[src/sv/h2r_pkg.sv]
// h2r_pkg: shared types and constants for the hsv to rgb converter
// no dependencies; imported by h2r_level and hsv_to_rgb_converter

package h2r_pkg;

	localparam int FRAC_W = 17;
	localparam int FR_W   = 16;
	localparam int WGT_W  = 33;
	localparam int PROD_W = FRAC_W + WGT_W;
	localparam int CH_W   = 8;

	localparam logic [FRAC_W-1:0] FRAC_ONE = 17'h10000;
	localparam logic [WGT_W-1:0]  WGT_ONE  = 33'h1_0000_0000;

	typedef enum logic [2:0] {
		SEC_RED     = 3'd0,
		SEC_YELLOW  = 3'd1,
		SEC_GREEN   = 3'd2,
		SEC_CYAN    = 3'd3,
		SEC_BLUE    = 3'd4,
		SEC_MAGENTA = 3'd5
	} sector_t;

	typedef struct packed {
		logic [FRAC_W-1:0] hue;
		logic [FRAC_W-1:0] saturation;
		logic [FRAC_W-1:0] brightness;
		logic              last_cell;
	} hsv_t;

	typedef struct packed {
		logic [CH_W-1:0] red;
		logic [CH_W-1:0] green;
		logic [CH_W-1:0] blue;
		logic            last_out;
	} rgb_t;

endpackage

[src/sv/h2r_level.sv]
// h2r_level: one channel term, value times weight registered, then scaled to 8 bits
// depends on h2r_pkg

module h2r_level import h2r_pkg::*; (
	input  logic              clk,
	input  logic              en,
	input  logic [FRAC_W-1:0] v,
	input  logic [WGT_W-1:0]  w,
	output logic [CH_W-1:0]   level
);

	logic [PROD_W-1:0] prod_s3;
	logic [65:0]       scaled;

	always_ff @(posedge clk) begin
		if (en) begin
			prod_s3 <= PROD_W'(v) * PROD_W'(w);
		end
	end

	// 65535 * m + 2^47, level is bits 63:48, keep its upper byte
	always_comb begin
		scaled = {prod_s3, 16'd0} - 66'(prod_s3) + (66'd1 << 47);
		level  = scaled[63:56];
	end

endmodule
[config.mk]
export PLATFORM = sky130hd
export DESIGN_NAME = h2r_level
export DESIGN_NICKNAME = d
export VERILOG_FILES = /design/src/sv/h2r_pkg.sv /design/src/sv/h2r_level.sv
export SDC_FILE = /design/constraint.sdc
export NUM_CORES = 1
export LEC_CHECK = 0
export ABC_CLOCK_PERIOD_IN_PS = 16910
export BUFFER_PORTS_ARGS = -buffer_cell sky130_fd_sc_hd__buf_2
export CAP_MARGIN = 40
export CORE_MARGIN = 5
export CORE_UTILIZATION = 49
export DETAILED_ROUTE_END_ITERATION = 6
export HOLD_SLACK_MARGIN = 0.02
export PLACE_DENSITY = 0.65
export SYNTH_ARGS = -nofsm -noshare
export SYNTH_HDL_FRONTEND = slang
export SYNTH_SLANG_ARGS = --single-unit
export TNS_END_PERCENT = 1
[constraint.sdc]
create_clock -name clk -period 16.91 [get_ports clk]
set_input_delay 1.691 -clock clk [delete_from_list [all_inputs] [get_ports clk]]
set_output_delay 1.691 -clock clk [all_outputs]
set_load 0.01 [all_outputs]
==> flow_metrics.py, run 1 <==
metrics = {
    "synthesis": {
        "synth_edf_count": 50,
        "yosysMostFrequentCell": "inv_1",
        "yosysSeqAreaShare": 0.06903,
        "yosys_most_used_dff": "edfxtp_1",
        "netlist_top_cells_count": "577 x inv_1, 464 x fa_1, 401 x nand2_1",
        "syn_inst": 2477,
        "syn_area_mm2": 0.02175,
        "synth_seq_cells": 50,
        "yosys_warnings": 0,
        "post_synth.cell_area_avg_um2": 8.781,
        "yosys.area.top_type": "fa_1",
        "synth.area.top_cells": "fa_1 43%, ha_1 12%, inv_1 10%",
        "yosys.area.top_type_share": 0.4271,
        "synth_cell_types": 65,
        "synth_fp_nets": 3197,
        "synthArstFlopShare": 0,
    },
    "setup_path": {
        "cp_data_required_time_ns": 16.89,
        "cpMaxStageDelayCell": "o311ai_0",
        "cpLargestDelayFamily": "adder cells",
        "critical_path.max_fanout": 33,
        "crit_path_end_kind": "flip-flop",
        "cp_common_cell": "fa_1",
        "crit_path_start_kind": "input port",
        "cp_cell_sequence": "buf_2 > nand2_1 > fa_1 > fa_1 > fa_1 > fa_1 > inv_1 > fa_1 > inv_1 > fa_1 > inv_1 > ha_1 > a21oi_1 > o21ai_0 > o21bai_1 > a21oi_1 > o21bai_1 > nand2_1 > o311ai_0",
        "slowest_delay_ns": 0.76,
        "critical_path_arrival_ns": 7.88,
        "crit_buf_inv": 4,
        "critPathKind": "input port to flip-flop",
    },
    "sta": {
        "slew_violations": 0,
        "finalSetupTns_ns": 0,
        "setup_viol": 0,
        "period_share": 0.4674,
        "tightest_slew_ns": 0.8493,
        "rsz0062_at_grt": "no",
        "slew_headroom": 0.4266,
        "whs_ns": 1.769,
        "layout_setup_ws_ns": 9.006,
        "min_period_ns": 7.904,
        "fmax_ghz": 0.1265,
        "hold_viol": 0,
    },
    "status": {
        "outcome": "complete, no violations",
    },
    "place": {
        "routabilityCongestion": 0.9284,
        "io_buffers": 59,
        "place_hpwl_mm": 44.98,
        "dp_slack_ns": 8.732,
    },
    "cts": {
        "clk_path_buf_depth": 2,
        "htreeDepth": 2,
        "cts.sinks": 50,
        "cts.hold.buffers_added": 0,
        "cts_buffers": 5,
        "cts_root_buffer": "clkbuf_16",
        "cts_tree": "built",
        "post_cts_buffers": 0,
        "path_clk_slew_ns": 0.07,
        "cts_resized": 0,
    },
    "final_layout": {
        "fillCellCount": 4220,
        "reg_top3": "prod_s3 x50",
        "largest_reg_flops": 50,
        "max_flop_register": "prod_s3",
        "nets": 3160,
        "drive_gt1_frac": 0.03523,
        "finish.utilization": 0.5125,
        "area_growth_pct": 3.750,
    },
    "worst_hold_path": {
        "hold_path_end": "prod_s3[1]",
        "hold_class": "input port to flip-flop",
        "min_path_cells": 1,
        "min_from": "en",
    },
    "grt": {
        "grt_use_total": 0.2436,
        "grt_max_degree": 43,
        "grt_pass1_vias": 18540,
        "grt_first_pass_wirelength_mm": 94.79,
        "antenna_found_initial": 1,
        "overflow": 0,
    },
    "floorplan": {
        "dieArea_mm2": 0.04870,
        "die_x_um": 220.7,
        "initial_utilization": 0.4940,
        "die_h_um": 220.7,
        "rows": 77,
        "io_pins": 60,
        "coreArea_mm2": 0.04403,
    },
    "routing": {
        "vias_per_cell": 5.444,
        "routedWlPerCell_um": 18.49,
        "postRouteAntennaNets": 0,
        "dr.first_iter.drc_count": 850,
        "routed_wl_mm": 56.09,
        "firstDrtPassIters": 5,
        "vias": 16520,
        "drc": 0,
    },
    "flow_run": {
        "cap_violations": 0,
    },
}
worst max-delay path by stage:
stage          start          end  slack [ns]  cells after the start
6_report        v[2]  prod_s3[21]        9.01                     19
2_1_floorplan  w[29]  prod_s3[49]        9.33                     24
3_5_place_dp    v[2]  prod_s3[48]        8.73                     20
4_1_cts         v[2]  prod_s3[48]        9.04                     20
5_1_grt         v[5]  prod_s3[49]        8.67                     22
3_3_place_gp    v[8]  prod_s3[38]        8.73                     22
kinds of logic after synthesis:
logic type / Yosys count / share of synthesized area
buffers and inverters: 682 / 0.1180
adders and majority gates: 668 / 0.5444
xor gates and xnor gates: 47 / 0.01893
AOI/OAI and AO/OA: 262 / 0.08007
DFF: 50 / 0.06903
and+or+nand+nor: 766 / 0.1686
muxes: 2 / 0.0009779
placed cells by master, fill, tap and decap left out, types with 9 or more instances in the layout:
| cell type | netlist | layout |
|---|---|---|
| a21o_1 | 38 | 38 |
| a21oi_1 | 94 | 94 |
| a31oi_1 | 9 | 9 |
| and2_1 | 224 | 224 |
| buf_2 | 5 | 59 |
| edfxtp_1 | 50 | 50 |
| fa_1 | 464 | 464 |
| ha_1 | 204 | 204 |
| inv_1 | 577 | 577 |
| nand2_1 | 401 | 401 |
| nand3_1 | 26 | 26 |
| nand4_1 | 16 | 16 |
| nor2_1 | 40 | 40 |
| nor3_1 | 17 | 17 |
| nor4_1 | 10 | 10 |
| o21ai_0 | 29 | 29 |
| o21bai_1 | 18 | 18 |
| xnor2_1 | 30 | 30 |
| xor2_1 | 17 | 17 |
metal layers:
layer  up-vias  GRT usage  wire length [um]
met5         -          0                 0
met4         0    0.05995              1338
met3        97    0.02695              3384
met2       536     0.4258             27790
met1      8445     0.3275             23580
li1       7439          -                 -
stage by stage:
| step | std cells | instance area (um^2) |
|---|---|---|
| floorplan | 2477 | 21750 |
| global placement | 3024 | 22390 |
| detailed placement | 3025 | 22410 |
| CTS | 3033 | 22560 |
| global route | 3033 | 22560 |
| finish | 3034 | 22570 |
area by class of cell:
cell class / instances / area (um^2) / share of cell area
Antenna cell: 1 / 2.502 / 0.0001109
Clock buffer: 5 / 125.1 / 0.005544
Clock inverter: 3 / 28.78 / 0.001275
Inverter: 578 / 2170 / 0.09614
Multi-Input combinational cell: 1745 / 17680 / 0.7836
Sequential cell: 50 / 1501 / 0.06653
Tap cell: 592 / 740.7 / 0.03282
Timing Repair Buffer: 60 / 315.3 / 0.01397
Power of run 1 is not shown: default switching activity piles up to over one toggle a cycle in this logic, so the estimate is an artifact.
==> inputs of run 2 (changes only) <==
- ABC_AREA: unset -> 1
- ABC_CLOCK_PERIOD_IN_PS: 16910 -> 8200
- PLACE_DENSITY: 0.65 -> unset
- clock period: 16.91 -> 8.2 ns (I/O delays scaled with it)
==> run 2 against run 1 <==
  * Die area up 14%
  * Via count up 25%
  * Synthesized cell count up 46%
  * Critical path type unchanged
  * Largest cell class unchanged
  * Highest routed layer is now met5
==> flow_metrics.py, run 2 <==
metrics = {
    "setup_path": {
        "crit_path_end_kind": "flip-flop",
        "crit_path_start_kind": "input port",
        "critical_path_arrival_ns": 6.71,
        "slowest_delay_ns": 0.65,
        "critPathKind": "input port to flip-flop",
        "cpMaxStageDelayCell": "buf_2",
        "critical_path.max_fanout": 33,
        "crit_buf_inv": 7,
        "cpLargestDelayFamily": "adder cells",
        "cp_data_required_time_ns": 8.25,
        "cp_cell_sequence": "buf_2 > nand2_1 > fa_1 > inv_1 > fa_1 > inv_1 > fa_1 > inv_1 > fa_1 > fa_1 > inv_1 > fa_1 > inv_1 > ha_1 > nand2_1 > nor2_1 > inv_1 > nor2_1 > nand2_1 > nor2_1 > nand2_1 > nand4_1 > nand2_1",
    },
    "synthesis": {
        "yosys_most_used_dff": "edfxtp_1",
        "yosys.area.top_type": "fa_1",
        "synth-simple-area-share": 0.2493,
        "synth_xor_xnor_area_share": 0.01021,
        "yosys.area.top_type_share": 0.3735,
        "post_synth.cell_area_avg_um2": 6.866,
        "netlist_top_cells_count": "1228 x nand2_1, 1102 x inv_1, 464 x fa_1",
        "synth_cell_types": 28,
        "synth_compound_area_frac": 0.01695,
        "yosys_warnings": 0,
        "synth_seq_cells": 50,
        "synth-adder-area-share": 0.4761,
        "synthArstFlopShare": 0,
        "synth_edf_count": 50,
        "synth.area.top_cells": "fa_1 37%, nand2_1 19%, inv_1 17%",
        "yosysMostFrequentCell": "nand2_1",
        "syn_inst": 3622,
        "synth_top_family_by_area": "adder cells",
        "yosysSeqAreaShare": 0.06037,
        "synth_mux_area_frac": 0,
        "syn_area_mm2": 0.02487,
        "synth_fp_nets": 4342,
    },
    "routing": {
        "drc": 0,
        "routed_wl_mm": 68.30,
        "vias": 20620,
        "dr.first_iter.drc_count": 1244,
        "routedWlPerCell_um": 16.15,
        "postRouteAntennaNets": 0,
        "vias_per_cell": 4.878,
        "firstDrtPassIters": 6,
    },
    "sta": {
        "rsz0062_at_grt": "no",
        "period_share": 0.8116,
        "finalSetupTns_ns": 0,
        "layout_setup_ws_ns": 1.545,
        "tightest_slew_ns": 0.8893,
        "min_period_ns": 6.655,
        "slew_headroom": 0.4072,
        "hold_viol": 0,
        "setup_viol": 0,
        "fmax_ghz": 0.1503,
        "slew_violations": 0,
    },
    "cts": {
        "path_clk_slew_ns": 0.06,
        "cts.sinks": 50,
        "cts_resized": 0,
        "htreeDepth": 2,
        "cts_buffers": 5,
        "post_cts_buffers": 0,
        "clk_path_buf_depth": 2,
        "cts_tree": "built",
        "cts.hold.buffers_added": 0,
        "cts_root_buffer": "clkbuf_16",
    },
    "grt": {
        "use_met1": 0.3418,
        "use_met3": 0.02144,
        "grt_pass1_vias": 22330,
        "grt_max_degree": 40,
        "grt_use_total": 0.2539,
        "busiest_layer": "met2",
        "antenna_found_initial": 1,
        "gr-usage-met2": 0.4539,
        "overflow": 0,
        "grt_first_pass_wirelength_mm": 114.8,
    },
    "final_layout": {
        "instances_no_fill": 4228,
        "area_growth_pct": 3.170,
        "drive_gt1_frac": 0.02925,
        "final_cell_mix": "1228 x nand2_1, 1102 x inv_1, 464 x fa_1",
        "largest_reg_flops": 50,
        "reg_top3": "prod_s3 x50",
        "fin_area_mm2": 0.02566,
        "final_common_cell": "nand2_1",
        "max_flop_register": "prod_s3",
        "nets": 4275,
    },
    "flow_run": {
        "cap_violations": 0,
    },
    "place": {
        "routabilityCongestion": 0.9649,
        "dp_slack_ns": 1.240,
        "io_buffers": 59,
        "place_hpwl_mm": 57.97,
        "dp.cells": 4220,
        "post_dp_cell_area_mm2": 0.02552,
    },
    "status": {
        "outcome": "complete, no violations",
    },
    "floorplan": {
        "initial_utilization": 0.4957,
        "die_h_um": 235.3,
        "rows": 82,
        "dieArea_mm2": 0.05536,
        "die_x_um": 235.3,
        "io_pins": 60,
        "coreArea_mm2": 0.05017,
    },
    "worst_hold_path": {
        "hold_class": "input port to flip-flop",
    },
}
run 2: cell count changes after synthesis, sizes merged, moves of 7 or more:
cell,change
a2111oi,-8
a211oi,-7
a21o,-35
a21oi,-41
and2,-221
and3,-9
clkbuf,+36
inv,+526
nand2,+838
nand3,+59
nor2,+156
nor3,-9
o21ai,-34
xnor2,-24
run 2: metal layers:
layer | vias to the layer above | routed length, um
li1 | 10020 | -
met2 | 495 | 33710
met4 | 2 | 1309
met1 | 10010 | 30240
met3 | 103 | 3017
met5 | - | 20
run 2: worst paths after layout:
kind,depth (start not counted),start,end,slack (ns)
hold / removal,1,en,prod_s3[1],0.93
setup / recovery,23,v[7],prod_s3[49],1.54
run 2: kinds of logic (layout without fill, tap and decap cells):
logic type | count (synthesis) | in the layout
xor+xnor | 29 | 29
flops | 50 | 50
other cells | 0 | 1
compound gates | 76 | 76
buf+inv | 1239 | 1172
simple gates | 1560 | 1560
fa+ha+maj | 668 | 668
run 2: final cells by class:
class | instances | area (um^2)
clock buffers | 7 | 132.6
repair buffers | 60 | 315.3
multi-input cells | 2333 | 18720
well taps | 672 | 840.8
flip-flops and latches | 50 | 1501
inverters | 1105 | 4148
diodes | 1 | 2.502
fillers | 5123 | 24510
run 2: per-stage QoR:
step | hold WS (ns) | utilization
4_1_cts | 0.9209 | 0.5114
2_1_floorplan | 0.9325 | -
3_5_place_dp | 1.234 | 0.5087
3_3_place_gp | 1.396 | 0.5083
5_1_grt | 0.9327 | 0.5114
6_report | 0.9265 | 0.5114
Power of run 2 is left out for the same reason.
==> inputs of run 3 (changes only) <==
- ABC_AREA: 1 -> 0
- ABC_CLOCK_PERIOD_IN_PS: 8200 -> 6600
- PLACE_DENSITY: unset -> 0.65
- clock period: 8.2 -> 6.6 ns (I/O delays scaled with it)
==> run 3 against run 2 <==
  * Count of clock-buffer cells in the layout down 2
  * Flip-flop and latch count unchanged
  * Die area is 12% lower
  * Setup slack worse by 1.3 ns
  * First-iteration DRC count decreased by 18%
  * Non-clock buffer count rose by 152
  * Critical path depth did not move
  * Highest routed layer is now met4
  * Wire length is 19% lower
==> flow_metrics.py, run 3 (synthesis gave the netlist of run 1 again) <==
metrics = {
    "status": {
        "outcome": "complete, no violations",
    },
    "final_layout": {
        "final_cell_mix": "577 x inv_1, 464 x fa_1, 401 x nand2_1",
        "nets": 3312,
        "area_growth_pct": 9.503,
        "diodes": 0,
        "reg_top3": "prod_s3 x50",
        "final_common_cell": "inv_1",
        "multiInputGateArea_mm2": 0.01771,
        "register_area_mm2": 0.001501,
        "fillCellCount": 4022,
        "fin_area_mm2": 0.02382,
        "finish.utilization": 0.5410,
        "max_flop_register": "prod_s3",
        "largest_reg_flops": 50,
        "drive_gt1_frac": 0.09333,
    },
    "sta": {
        "min_period_ns": 6.332,
        "slew_headroom": 0.5230,
        "rsz0062_at_grt": "no",
        "setup_viol": 0,
        "slew_violations": 0,
        "hold_viol": 0,
        "finalSetupTns_ns": 0,
        "period_share": 0.9594,
        "layout_setup_ws_ns": 0.2682,
        "tightest_slew_ns": 0.7154,
        "fmax_ghz": 0.1579,
    },
    "routing": {
        "drc": 0,
        "vias_per_cell": 5.326,
        "dr.first_iter.drc_count": 1018,
        "vias": 16960,
        "routed_wl_mm": 55.43,
        "postRouteAntennaNets": 0,
        "routedWlPerCell_um": 17.40,
        "firstDrtPassIters": 5,
    },
    "grt": {
        "antenna_found_initial": 0,
        "overflow": 0,
        "grt_use_total": 0.2395,
        "grt_pass1_vias": 18540,
        "grt_max_degree": 51,
        "grt_first_pass_wirelength_mm": 93.75,
    },
    "setup_path": {
        "crit_path_start_kind": "input port",
        "critical_path_arrival_ns": 6.39,
        "cp_data_required_time_ns": 6.66,
        "critPathKind": "input port to flip-flop",
        "critical_path.max_fanout": 20,
        "crit_path_end_kind": "flip-flop",
    },
    "place": {
        "place_hpwl_mm": 48.12,
        "post_dp_cell_area_mm2": 0.02363,
        "dp_slack_ns": -0.1116,
        "io_buffers": 59,
        "routabilityCongestion": 0.9286,
    },
    "cts": {
        "cts.sinks": 50,
        "cts_buffers": 5,
        "htreeDepth": 2,
        "clk_path_buf_depth": 2,
        "cts_tree": "built",
        "path_clk_slew_ns": 0.07,
        "cts_root_buffer": "clkbuf_16",
    },
    "floorplan": {
        "initial_utilization": 0.4940,
        "dieArea_mm2": 0.04870,
        "rows": 77,
        "die_h_um": 220.7,
        "die_x_um": 220.7,
        "io_pins": 60,
        "coreArea_mm2": 0.04403,
    },
    "worst_hold_path": {
        "min_from": "en",
        "min_path_cells": 2,
        "hold_path_end": "prod_s3[2]",
        "hold_class": "input port to flip-flop",
    },
    "flow_run": {
        "cap_violations": 0,
    },
}
==> run 3: cell count changes in the layout (fill, tap and decap cells not counted), sizes merged, moves of 7 or more <==
cell / change
a2111oi: +8
a211oi: +7
a21o: +35
a21oi: +41
and2: +221
and3: +9
buf: +146
inv: -524
nand2: -838
nand3: -59
nor2: -156
nor3: +9
o21ai: +34
xnor2: +24
==> run 3: per-stage QoR <==
step | cells | hold WS [ns]
2_1_floorplan | 2477 | 0.7725
3_3_place_gp | 3177 | 1.315
3_5_place_dp | 3177 | 1.324
4_1_cts | 3185 | 1.017
5_1_grt | 3185 | 1.030
6_report | 3185 | 0.9897
==> run 3: worst max-delay path: stages <==
cell      delay, ns
clkbuf_4       0.26
buf_4          0.23
and2_1         0.15
fa_1           0.48
inv_1          0.06
fa_1           0.53
inv_1          0.05
fa_1           0.53
fa_1           0.46
fa_1           0.51
inv_1          0.05
fa_1           0.47
inv_1          0.04
ha_1           0.28
buf_4          0.16
a21oi_1        0.19
o21ai_0        0.12
a21oi_1        0.26
nand2_1        0.12
a31oi_1        0.30
o21a_1         0.15
o311ai_0       0.15
buf_4          0.18
==> run 3: repair_timing <==
| action | in CTS | in global routing |
|---|---|---|
| setup endpoints to repair | 0 | 7 |
| hold buffers | 0 | 0 |
| resized for setup | 0 | 11 |
| buffers inserted | 0 | 0 |
| hold endpoints to repair | 0 | 0 |
==> run 3: cell type report <==
class	count	share of cell area
multi-input cells	1745	0.7434
well taps	592	0.03110
repair buffers	212	0.06493
clock buffers	5	0.005253
inverters	578	0.09109
clock inverters	3	0.001208
flip-flops and latches	50	0.06304
==> run 3: worst max-delay path by stage <==
stage,from,cells after the start,slack [ns],end
after floorplan,w[29],24,0.05,prod_s3[49]
after global placement,v[8],23,-0.11,prod_s3[42]
after detailed placement,v[9],20,-0.11,prod_s3[45]
after CTS,v[9],20,0.17,prod_s3[45]
after global routing,v[5],23,0.005,prod_s3[42]
final,v[13],23,0.27,prod_s3[29]
==> run 3: per-layer routing <==
| layer | vias up | part of all wire | wire length (um) | global-route usage |
|---|---|---|---|---|
| li1 | 7746 | - | - | - |
| met1 | 8574 | 0.43 | 23630 | 0.3273 |
| met2 | 542 | 0.49 | 26970 | 0.4126 |
| met3 | 102 | 0.063 | 3498 | 0.03092 |
| met4 | 0 | 0.024 | 1321 | 0.05231 |
| met5 | - | 0 | 0 | 0 |
Power of run 3 is left out for the same reason.
